===== src/sv/ssrg_pkg.sv =====
package ssrg_pkg;

  localparam int unsigned PERIOD_BITS = 32;
  localparam int unsigned SAMPLE_BITS = 10;
  localparam int unsigned SPEED_BITS  = 16;
  localparam int unsigned COUNT_BITS  = 16;
  localparam int unsigned SCALE_BITS  = 32;
  localparam int unsigned CFG_BITS    = 32;
  localparam int unsigned NUM_BITS    = SCALE_BITS + SAMPLE_BITS;
  localparam int unsigned DEN_BITS    = SPEED_BITS + SAMPLE_BITS + 1;
  localparam int unsigned ITER_BITS   = $clog2(NUM_BITS + 1);

  localparam logic [COUNT_BITS-1:0]  TICKS_PER_UPDATE_RST = COUNT_BITS'(2000);
  localparam logic [COUNT_BITS-1:0]  OFF_DELAY_RST        = COUNT_BITS'(100);
  localparam logic [SCALE_BITS-1:0]  PERIOD_SCALE_RST     = SCALE_BITS'(1000000);
  localparam logic [SPEED_BITS-1:0]  MIN_SPEED_RST        = SPEED_BITS'(10);
  localparam logic [SPEED_BITS-1:0]  MAX_SPEED_RST        = SPEED_BITS'(1000);
  localparam logic [SAMPLE_BITS-1:0] ADC_FULL_SCALE_RST   = SAMPLE_BITS'(1023);
  localparam logic [PERIOD_BITS-1:0] PERIOD_MAX           = '1;

  typedef enum logic [2:0] {
    CFG_TICKS_PER_UPDATE = 3'd0,
    CFG_OFF_DELAY        = 3'd1,
    CFG_PERIOD_SCALE     = 3'd2,
    CFG_MIN_SPEED        = 3'd3,
    CFG_MAX_SPEED        = 3'd4,
    CFG_ADC_FULL_SCALE   = 3'd5
  } cfg_idx_e;

  typedef enum logic [1:0] {
    MOT_STOP = 2'd0,
    MOT_FWD  = 2'd1,
    MOT_REV  = 2'd2
  } motion_e;

  typedef enum logic [2:0] {
    ST_IDLE,
    ST_MUL_NUM,
    ST_MUL_DENA,
    ST_MUL_DENB,
    ST_DIV,
    ST_DONE
  } state_e;

  typedef struct packed {
    logic                   fwd_switch;
    logic                   rev_switch;
    logic [SAMPLE_BITS-1:0] adc_sample;
  } in_word_t;

  typedef struct packed {
    logic step_pulse;
    logic direction;
    logic driver_enable;
    logic status_led;
  } out_word_t;

endpackage


===== src/sv/stepper_step_rate_generator.sv =====
// Step pulse generator for a stepper motor driver. Each input word is one timer tick
// carrying the two jog switches and the speed potentiometer sample, and each tick
// yields exactly one output word with the step pulse, direction, driver enable and
// status LED levels. A tick that does not fall on a control update is accepted and
// answered in the following cycle. On a control update, a shared 32 by 10 bit
// multiplier forms the numerator and then the two denominator terms, a restoring
// divider yields one quotient bit per cycle for all 42 bits, and the done state
// applies it when the output is free. The input is stalled while an update is in progress.
// Configuration registers may only be written while the block is idle.
module stepper_step_rate_generator import ssrg_pkg::*; (
  input  logic                    clk_i,
  input  logic                    rst_ni,
  input  logic                    cfg_we_i,
  input  logic [2:0]              cfg_idx_i,
  input  logic [CFG_BITS-1:0]     cfg_wdata_i,
  input  logic                    in_valid_i,
  output logic                    in_stall_o,
  input  in_word_t                in_word_i,
  output logic                    out_valid_o,
  input  logic                    out_stall_i,
  output out_word_t               out_word_o
);

  logic [COUNT_BITS-1:0]  ticks_per_update_q, off_delay_q;
  logic [SCALE_BITS-1:0]  period_scale_q;
  logic [SPEED_BITS-1:0]  min_speed_q, max_speed_q;
  logic [SAMPLE_BITS-1:0] adc_full_scale_q;

  state_e                 state_q, state_d;
  logic [COUNT_BITS-1:0]  tick_q, tick_d, idle_q, idle_d;
  logic [PERIOD_BITS-1:0] step_count_q, step_count_d, step_period_q, step_period_d;
  motion_e                motion_q, motion_d, prev_motion_q, prev_motion_d;
  logic                   drv_q, drv_d, dir_q, dir_d, led_q, led_d;
  logic                   out_valid_q, out_valid_d;
  out_word_t              out_word_q, out_word_d;

  logic                   fwd_q, fwd_d, rev_q, rev_d, pulse_q, pulse_d;
  logic [SAMPLE_BITS-1:0] samp_q, samp_d;
  logic [NUM_BITS-1:0]    quo_q, quo_d;
  logic [DEN_BITS-1:0]    den_q, den_d, rem_q, rem_d;
  logic [ITER_BITS-1:0]   iter_q, iter_d;

  logic                   accept, out_free, cnt_end, do_update;
  logic [COUNT_BITS-1:0]  tick_next, idle_inc;
  logic [SCALE_BITS-1:0]  mul_a;
  logic [SAMPLE_BITS-1:0] mul_b;
  logic [NUM_BITS-1:0]    mul_p;
  logic [DEN_BITS:0]      rem_shift;
  logic [PERIOD_BITS-1:0] period;
  motion_e                new_motion;

  assign out_free  = !out_valid_q || !out_stall_i;
  assign accept    = in_valid_i && !in_stall_o;
  assign tick_next = tick_q + COUNT_BITS'(1);
  assign do_update = (tick_next == ticks_per_update_q);
  assign cnt_end   = (step_count_q <= PERIOD_BITS'(1));

  assign mul_p     = mul_a * mul_b;
  assign rem_shift = {rem_q, quo_q[NUM_BITS-1]};
  assign idle_inc  = idle_q + COUNT_BITS'(1);

  always_comb begin
    mul_a = period_scale_q;
    mul_b = adc_full_scale_q;
    case (state_q)
      ST_MUL_DENA: begin
        mul_a = SCALE_BITS'(min_speed_q);
        mul_b = adc_full_scale_q;
      end
      ST_MUL_DENB: begin
        mul_a = SCALE_BITS'(max_speed_q);
        mul_b = samp_q;
      end
      default: begin
        mul_a = period_scale_q;
        mul_b = adc_full_scale_q;
      end
    endcase
  end

  always_comb begin
    if (den_q == '0) begin
      period = PERIOD_MAX;
    end else if (|quo_q[NUM_BITS-1:PERIOD_BITS]) begin
      period = PERIOD_MAX;
    end else if (quo_q == '0) begin
      period = PERIOD_BITS'(1);
    end else begin
      period = quo_q[PERIOD_BITS-1:0];
    end
    if (fwd_q) begin
      new_motion = MOT_FWD;
    end else if (rev_q) begin
      new_motion = MOT_REV;
    end else begin
      new_motion = MOT_STOP;
    end
  end

  always_comb begin
    state_d = state_q;
    case (state_q)
      ST_IDLE: begin
        if (accept && do_update) begin
          state_d = ST_MUL_NUM;
        end
      end
      ST_MUL_NUM:  state_d = ST_MUL_DENA;
      ST_MUL_DENA: state_d = ST_MUL_DENB;
      ST_MUL_DENB: state_d = ST_DIV;
      ST_DIV: begin
        if (iter_q == ITER_BITS'(NUM_BITS - 1)) begin
          state_d = ST_DONE;
        end
      end
      ST_DONE: begin
        if (out_free) begin
          state_d = ST_IDLE;
        end
      end
      default: state_d = ST_IDLE;
    endcase
  end

  always_comb begin
    in_stall_o    = !((state_q == ST_IDLE) && out_free);
    tick_d        = tick_q;
    idle_d        = idle_q;
    step_count_d  = step_count_q;
    step_period_d = step_period_q;
    motion_d      = motion_q;
    prev_motion_d = prev_motion_q;
    drv_d         = drv_q;
    dir_d         = dir_q;
    led_d         = led_q;
    out_valid_d   = out_valid_q && out_stall_i;
    out_word_d    = out_word_q;
    fwd_d         = fwd_q;
    rev_d         = rev_q;
    pulse_d       = pulse_q;
    samp_d        = samp_q;
    quo_d         = quo_q;
    den_d         = den_q;
    rem_d         = rem_q;
    iter_d        = iter_q;
    case (state_q)
      ST_IDLE: begin
        if (accept) begin
          pulse_d      = cnt_end && (motion_q != MOT_STOP);
          step_count_d = cnt_end ? step_period_q : step_count_q - PERIOD_BITS'(1);
          fwd_d        = in_word_i.fwd_switch;
          rev_d        = in_word_i.rev_switch;
          samp_d       = (in_word_i.adc_sample > adc_full_scale_q) ?
                         adc_full_scale_q : in_word_i.adc_sample;
          if (do_update) begin
            tick_d = '0;
          end else begin
            tick_d                   = tick_next;
            out_valid_d              = 1'b1;
            out_word_d.step_pulse    = cnt_end && (motion_q != MOT_STOP);
            out_word_d.direction     = dir_q;
            out_word_d.driver_enable = drv_q;
            out_word_d.status_led    = led_q;
          end
        end
      end
      ST_MUL_NUM: begin
        quo_d = mul_p;
      end
      ST_MUL_DENA: begin
        den_d = DEN_BITS'(mul_p);
      end
      ST_MUL_DENB: begin
        den_d  = den_q + DEN_BITS'(mul_p);
        rem_d  = '0;
        iter_d = '0;
      end
      ST_DIV: begin
        iter_d = iter_q + ITER_BITS'(1);
        if (rem_shift >= {1'b0, den_q}) begin
          rem_d = DEN_BITS'(rem_shift - {1'b0, den_q});
          quo_d = {quo_q[NUM_BITS-2:0], 1'b1};
        end else begin
          rem_d = rem_shift[DEN_BITS-1:0];
          quo_d = {quo_q[NUM_BITS-2:0], 1'b0};
        end
      end
      ST_DONE: begin
        if (out_free) begin
          step_period_d = period;
          motion_d      = new_motion;
          prev_motion_d = new_motion;
          if (new_motion == MOT_FWD) begin
            dir_d = 1'b1;
          end else if (new_motion == MOT_REV) begin
            dir_d = 1'b0;
          end
          if (new_motion != MOT_STOP) begin
            led_d  = 1'b1;
            drv_d  = 1'b1;
            idle_d = '0;
            if (new_motion != prev_motion_q) begin
              step_count_d = period;
            end
          end else begin
            led_d  = 1'b0;
            idle_d = idle_inc;
            if (idle_inc >= off_delay_q) begin
              drv_d  = 1'b0;
              idle_d = off_delay_q;
            end
          end
          out_valid_d              = 1'b1;
          out_word_d.step_pulse    = pulse_q;
          out_word_d.direction     = dir_d;
          out_word_d.driver_enable = drv_d;
          out_word_d.status_led    = led_d;
        end
      end
      default: begin
      end
    endcase
  end

  always_ff @(posedge clk_i or negedge rst_ni) begin
    if (!rst_ni) begin
      ticks_per_update_q <= TICKS_PER_UPDATE_RST;
      off_delay_q        <= OFF_DELAY_RST;
      period_scale_q     <= PERIOD_SCALE_RST;
      min_speed_q        <= MIN_SPEED_RST;
      max_speed_q        <= MAX_SPEED_RST;
      adc_full_scale_q   <= ADC_FULL_SCALE_RST;
    end else if (cfg_we_i) begin
      case (cfg_idx_i)
        CFG_TICKS_PER_UPDATE: ticks_per_update_q <= cfg_wdata_i[COUNT_BITS-1:0];
        CFG_OFF_DELAY:        off_delay_q        <= cfg_wdata_i[COUNT_BITS-1:0];
        CFG_PERIOD_SCALE:     period_scale_q     <= cfg_wdata_i[SCALE_BITS-1:0];
        CFG_MIN_SPEED:        min_speed_q        <= cfg_wdata_i[SPEED_BITS-1:0];
        CFG_MAX_SPEED:        max_speed_q        <= cfg_wdata_i[SPEED_BITS-1:0];
        CFG_ADC_FULL_SCALE:   adc_full_scale_q   <= cfg_wdata_i[SAMPLE_BITS-1:0];
        default: begin
        end
      endcase
    end
  end

  always_ff @(posedge clk_i or negedge rst_ni) begin
    if (!rst_ni) begin
      state_q       <= ST_IDLE;
      tick_q        <= '0;
      idle_q        <= '0;
      step_count_q  <= '0;
      step_period_q <= '0;
      motion_q      <= MOT_STOP;
      prev_motion_q <= MOT_STOP;
      drv_q         <= 1'b0;
      dir_q         <= 1'b0;
      led_q         <= 1'b0;
      out_valid_q   <= 1'b0;
      iter_q        <= '0;
    end else begin
      state_q       <= state_d;
      tick_q        <= tick_d;
      idle_q        <= idle_d;
      step_count_q  <= step_count_d;
      step_period_q <= step_period_d;
      motion_q      <= motion_d;
      prev_motion_q <= prev_motion_d;
      drv_q         <= drv_d;
      dir_q         <= dir_d;
      led_q         <= led_d;
      out_valid_q   <= out_valid_d;
      iter_q        <= iter_d;
    end
  end

  always_ff @(posedge clk_i) begin
    out_word_q <= out_word_d;
    fwd_q      <= fwd_d;
    rev_q      <= rev_d;
    pulse_q    <= pulse_d;
    samp_q     <= samp_d;
    quo_q      <= quo_d;
    den_q      <= den_d;
    rem_q      <= rem_d;
  end

  assign out_valid_o = out_valid_q;
  assign out_word_o  = out_word_q;

endmodule

===== config.mk =====
export PLATFORM = sky130hd
export DESIGN_NAME = stepper_step_rate_generator
export DESIGN_NICKNAME = d
export VERILOG_FILES = /design/src/sv/ssrg_pkg.sv /design/src/sv/stepper_step_rate_generator.sv
export SDC_FILE = /design/constraint.sdc
export NUM_CORES = 2
export LEC_CHECK = 0
export BUFFER_PORTS_ARGS = -buffer_cell sky130_fd_sc_hd__buf_4
export CORE_UTILIZATION = 45
export DETAILED_ROUTE_END_ITERATION = 6
export HOLD_SLACK_MARGIN = 0.12
export PLACE_DENSITY_LB_ADDON = 0.12
export SLEW_MARGIN = 20
export SYNTH_ARGS = -nofsm -noshare
export SYNTH_HDL_FRONTEND = slang
export SYNTH_SLANG_ARGS = --single-unit

===== constraint.sdc =====
create_clock -name clk_i -period 26 [get_ports clk_i]
set_input_delay 2.6 -clock clk_i [delete_from_list [all_inputs] [get_ports clk_i]]
set_output_delay 2.6 -clock clk_i [all_outputs]
set_load 0.005 [all_outputs]

==> run summary <==
The run finished, with violations left. The checks that failed: design-rule violations. In this run, distinct cell masters in the synthesized netlist total 84. The endpoint class of the critical path is a flop. The number of antenna violations at the first check in global routing was 0; the post-layout worst setup margin was 15.41 ns. The effective utilization at floorplan is 45.5%.

In this design, the critical path's most frequently occurring cell is inv_1. The number of cells on the worst reg-to-reg path is 37. The area added between synthesis and finish was 8.20%.

The worst pin sits at a relative slew slack of 24.2%. Timing would allow up to 0.0944 GHz. Summing every instance area after synthesis gives 29900 sq um. The final route contains 23900 vias.

The logs give 3822 for the synthesized net count and 24.6% for the all-layer global routing usage. Setup repair after global routing left no endpoint under its margin. Input and output buffers added on the ports amount to 57. In this run, post-CTS hold repair placed 0 buffers.

The tools report the number of cells upsized or downsized after cts as 0. Die outline width: 260 um. The run gives 0 as the number of pins with negative max-slew slack in the final report.

The tools report the HPWL after detailed placement as 61700 um. The mean number of vias per cell came out at 5.67. The pre-antenna-repair detailed-routing pass consisted of 7 iterations. The number of global-route vias before repair is 23800, and the detailed-route wire length is 82100 um. The number of synthesized register bits works out to 330.

For this design, the sink count on the clock tree is 330. The core region is 65700 sq um. Mean post-synth cell area: 8.89 sq um. TritonCTS built the clock tree.

For this design the top-level I/O count stands at 58. On the critical path, the stage with the largest delay is an instance of o21ai_1. The worst setup path is of the reg -> reg kind. Yosys mapped a number of flops with a built-in enable equal to 113.

The tool flagged a number of max-cap violations equal to 0. After routing, the total negative slack on setup checks comes to 0 ns. The startpoint identified for the worst register-to-register timing path is state_q[2]. At the worst endpoint, the arrival time is 10.89 ns. No sink is reached through more buffers than the 3 on the longest clock path. The startpoint identified for the worst hold timing path is step_period_q[14]. CTS built an H-tree with a depth of 2. For the number of cell rows, the log shows 94. OpenSTA, run right after detailed placement, puts the worst setup slack at 15.53 ns.

The slew at the pin with the worst max-slew slack was 1.13 ns. Flip-flop cell with the highest count after synthesis: dfrtp_1. The total die area is 67500 sq um, and the clock slew at the register clock pins of the worst setup and hold paths is 0.06 ns. The worst setup skew after layout is 0.0224 ns. The share of synthesized area occupied by flip-flops and latches is 29.6%.

The per-cell routed wire length was 19.5 um; the reg-to-reg setup timing slack was 15.41 ns. The post-CTS setup-driven buffer insertion count is 0. The startpoint type of the worst setup path is a flop. STA puts the critical path data required time at 26.30 ns. The tools report the number of hold-slack violations in the final timing report as 0. Final standard cell utilization of the core: 49.2%.

The congestion estimate from routability-driven global placement came to 0.907. The portion of the clock cycle consumed by the worst path in the final layout is 40.7%. In the synthesized netlist, the number of instances is 3365. Clock latency on the worst-skew pair, taken at its later pin, is 0.56 ns. The tightest hold path in the finished design has a slack of 0.473 ns. The count of nets left with antenna violations once routing finished came out at 0.

For the pin count of the biggest net entering global routing, the log shows 125. The endpoint identified for the worst register-to-register timing path is den_q[26]. For this block, the initial DRC count from the detailed router was 1891. The largest driver fanout on the critical path came out at 46. The first global-routing pass estimated 132000 um of wire. The endpoint with the worst hold slack was step_period_q[14]. The path class of the tightest hold or removal check is reg -> reg. The worst hold path was traced through 2 stages. In the routed design, unresolved DRC markers number 3. For this run, the number of Yosys warnings is 0. For the total global routing overflow, the log shows 0. The worst stage delay on the critical path came out at 0.92 ns. At the end of the flow, the number of nets in the layout was 3775. Library cell used as clock root buffer: clkbuf_16. The fraction of final layout cells with drive strength greater than 1 is 9.85%. Counting flops with an async set or reset pin after synthesis yields a share of 65.8%. The number of antenna diodes in the final layout is 0. Clock tree synthesis inserted a total of 42 buffers.

The minimum clock period after layout was 10.59 ns; the final setup violation count was 0. From bottom edge to top edge, the die measures 260 um.
## per-layer routing
layer  wire, um  vias up  GRT usage, %
met5          0        -             0
met3       3890       91          2.88
li1           -    11400             -
met1      38300    11800          35.2
met2      38100      591          39.5
met4       1760        0          6.11
## worst max-delay path, delay by kind of cell, from the launching register on
| family | cells | cell delay [ns] |
|---|---|---|
| AOI/OAI and AO/OA | 14 | 3.72 |
| adders and majority gates | 7 | 3.28 |
| and+or+nand+nor | 7 | 1.82 |
| buffers and inverters | 8 | 0.84 |
| DFF | 1 | 0.52 |
| xor gates and xnor gates | 1 | 0.10 |
## cells in the final DEF (no fill, tap or decap), types with 18 or more instances in the layout
master | Yosys | routed
nand2_1 | 414 | 412
nor2_1 | 333 | 330
inv_1 | 326 | 326
fa_1 | 240 | 240
o21ai_0 | 209 | 208
dfrtp_1 | 183 | 183
nand3_1 | 175 | 175
ha_1 | 165 | 165
a21oi_1 | 151 | 146
edfxtp_1 | 113 | 113
mux2_2 | 97 | 97
buf_4 | 7 | 91
xnor2_1 | 85 | 85
a21o_1 | 63 | 63
mux2i_1 | 61 | 61
nor3_1 | 44 | 43
xor2_1 | 43 | 43
clkbuf_16 | 0 | 43
o21a_1 | 41 | 41
nand4_1 | 37 | 37
dfstp_2 | 34 | 34
o22ai_1 | 31 | 30
nor4_1 | 29 | 29
a31oi_1 | 28 | 28
nor2b_1 | 27 | 27
and3_1 | 20 | 20
o31ai_1 | 19 | 19
a211oi_1 | 18 | 18
## how the worst max path moves through the flow
| stage | from | to | slack, ns | depth (start not counted) |
|---|---|---|---|---|
| global placement | state_q[1] | den_q[26] | 15.63 | 38 |
| finish | state_q[2] | den_q[26] | 15.41 | 37 |
| CTS | state_q[1] | den_q[26] | 15.48 | 38 |
| floorplan | state_q[2] | den_q[24] | 16.08 | 40 |
| global route | state_q[1] | den_q[26] | 14.41 | 38 |
| detailed placement | state_q[1] | den_q[26] | 15.53 | 38 |
## synth_stat cells, types with 10 or more instances
master | count | area share [%]
mux2_2 | 97 | 3.7
inv_1 | 326 | 4.1
o21a_1 | 41 | 1.0
o22ai_1 | 31 | 0.65
a21o_1 | 63 | 1.6
xor2_1 | 43 | 1.3
nand2b_1 | 18 | 0.38
nand3_1 | 175 | 2.9
a22oi_1 | 10 | 0.25
xnor2_1 | 85 | 2.5
o21bai_1 | 14 | 0.35
nor3_1 | 44 | 0.74
or3_1 | 12 | 0.25
a31oi_1 | 28 | 0.59
a21oi_1 | 151 | 2.5
o31ai_1 | 19 | 0.48
clkbuf_1 | 141 | 1.8
o21ai_0 | 209 | 3.5
fa_1 | 240 | 16
nor2b_1 | 27 | 0.56
dfrtp_1 | 183 | 15
and3_1 | 20 | 0.42
ha_1 | 165 | 6.9
nand2_1 | 414 | 5.2
buf_1 | 29 | 0.36
mux2i_1 | 61 | 2.0
a211oi_1 | 18 | 0.45
dfstp_2 | 34 | 3.0
nor2_1 | 333 | 4.2
nor4_1 | 29 | 0.61
edfxtp_1 | 113 | 11
nand4_1 | 37 | 0.77
## kinds of logic (layout without fill, tap and decap cells)
kind of cell | Yosys count | count (layout) | synth area share [%]
AOI/OAI and AO/OA | 663 | 663 | 13.6
xor gates and xnor gates | 128 | 128 | 3.75
adders and majority gates | 405 | 405 | 23.0
buffers and inverters | 510 | 496 | 6.65
DFF | 330 | 330 | 29.6
muxes | 158 | 158 | 5.69
and+or+nand+nor | 1171 | 1171 | 17.7
## sequential cells by signal (all words and copies together), names as in the netlist, 27 cells and up
name	cells
den_q	27
quo_q	42
step_count_q	32
step_period_q	32
period_scale_q	32
rem_q	27
## final cells by class
cell class              instances  area, sq um
clock buffers                  57         1180
clock inverters                20          173
fillers                      6195        33400
inverters                     326         1220
multi-input cells            2525        19100
flip-flops and latches        330         8870
well taps                     864         1080
repair buffers                 93          709
## through the flow
stage / cell area, sq um / std cells
global route: 32400 / 4215
CTS: 32400 / 4215
global placement: 31000 / 4138
detailed placement: 31000 / 4138
floorplan: 29900 / 3365
finish: 32400 / 4215
Power is not shown: default switching activity piles up to over one toggle a cycle in this logic, so the estimate is an artifact.
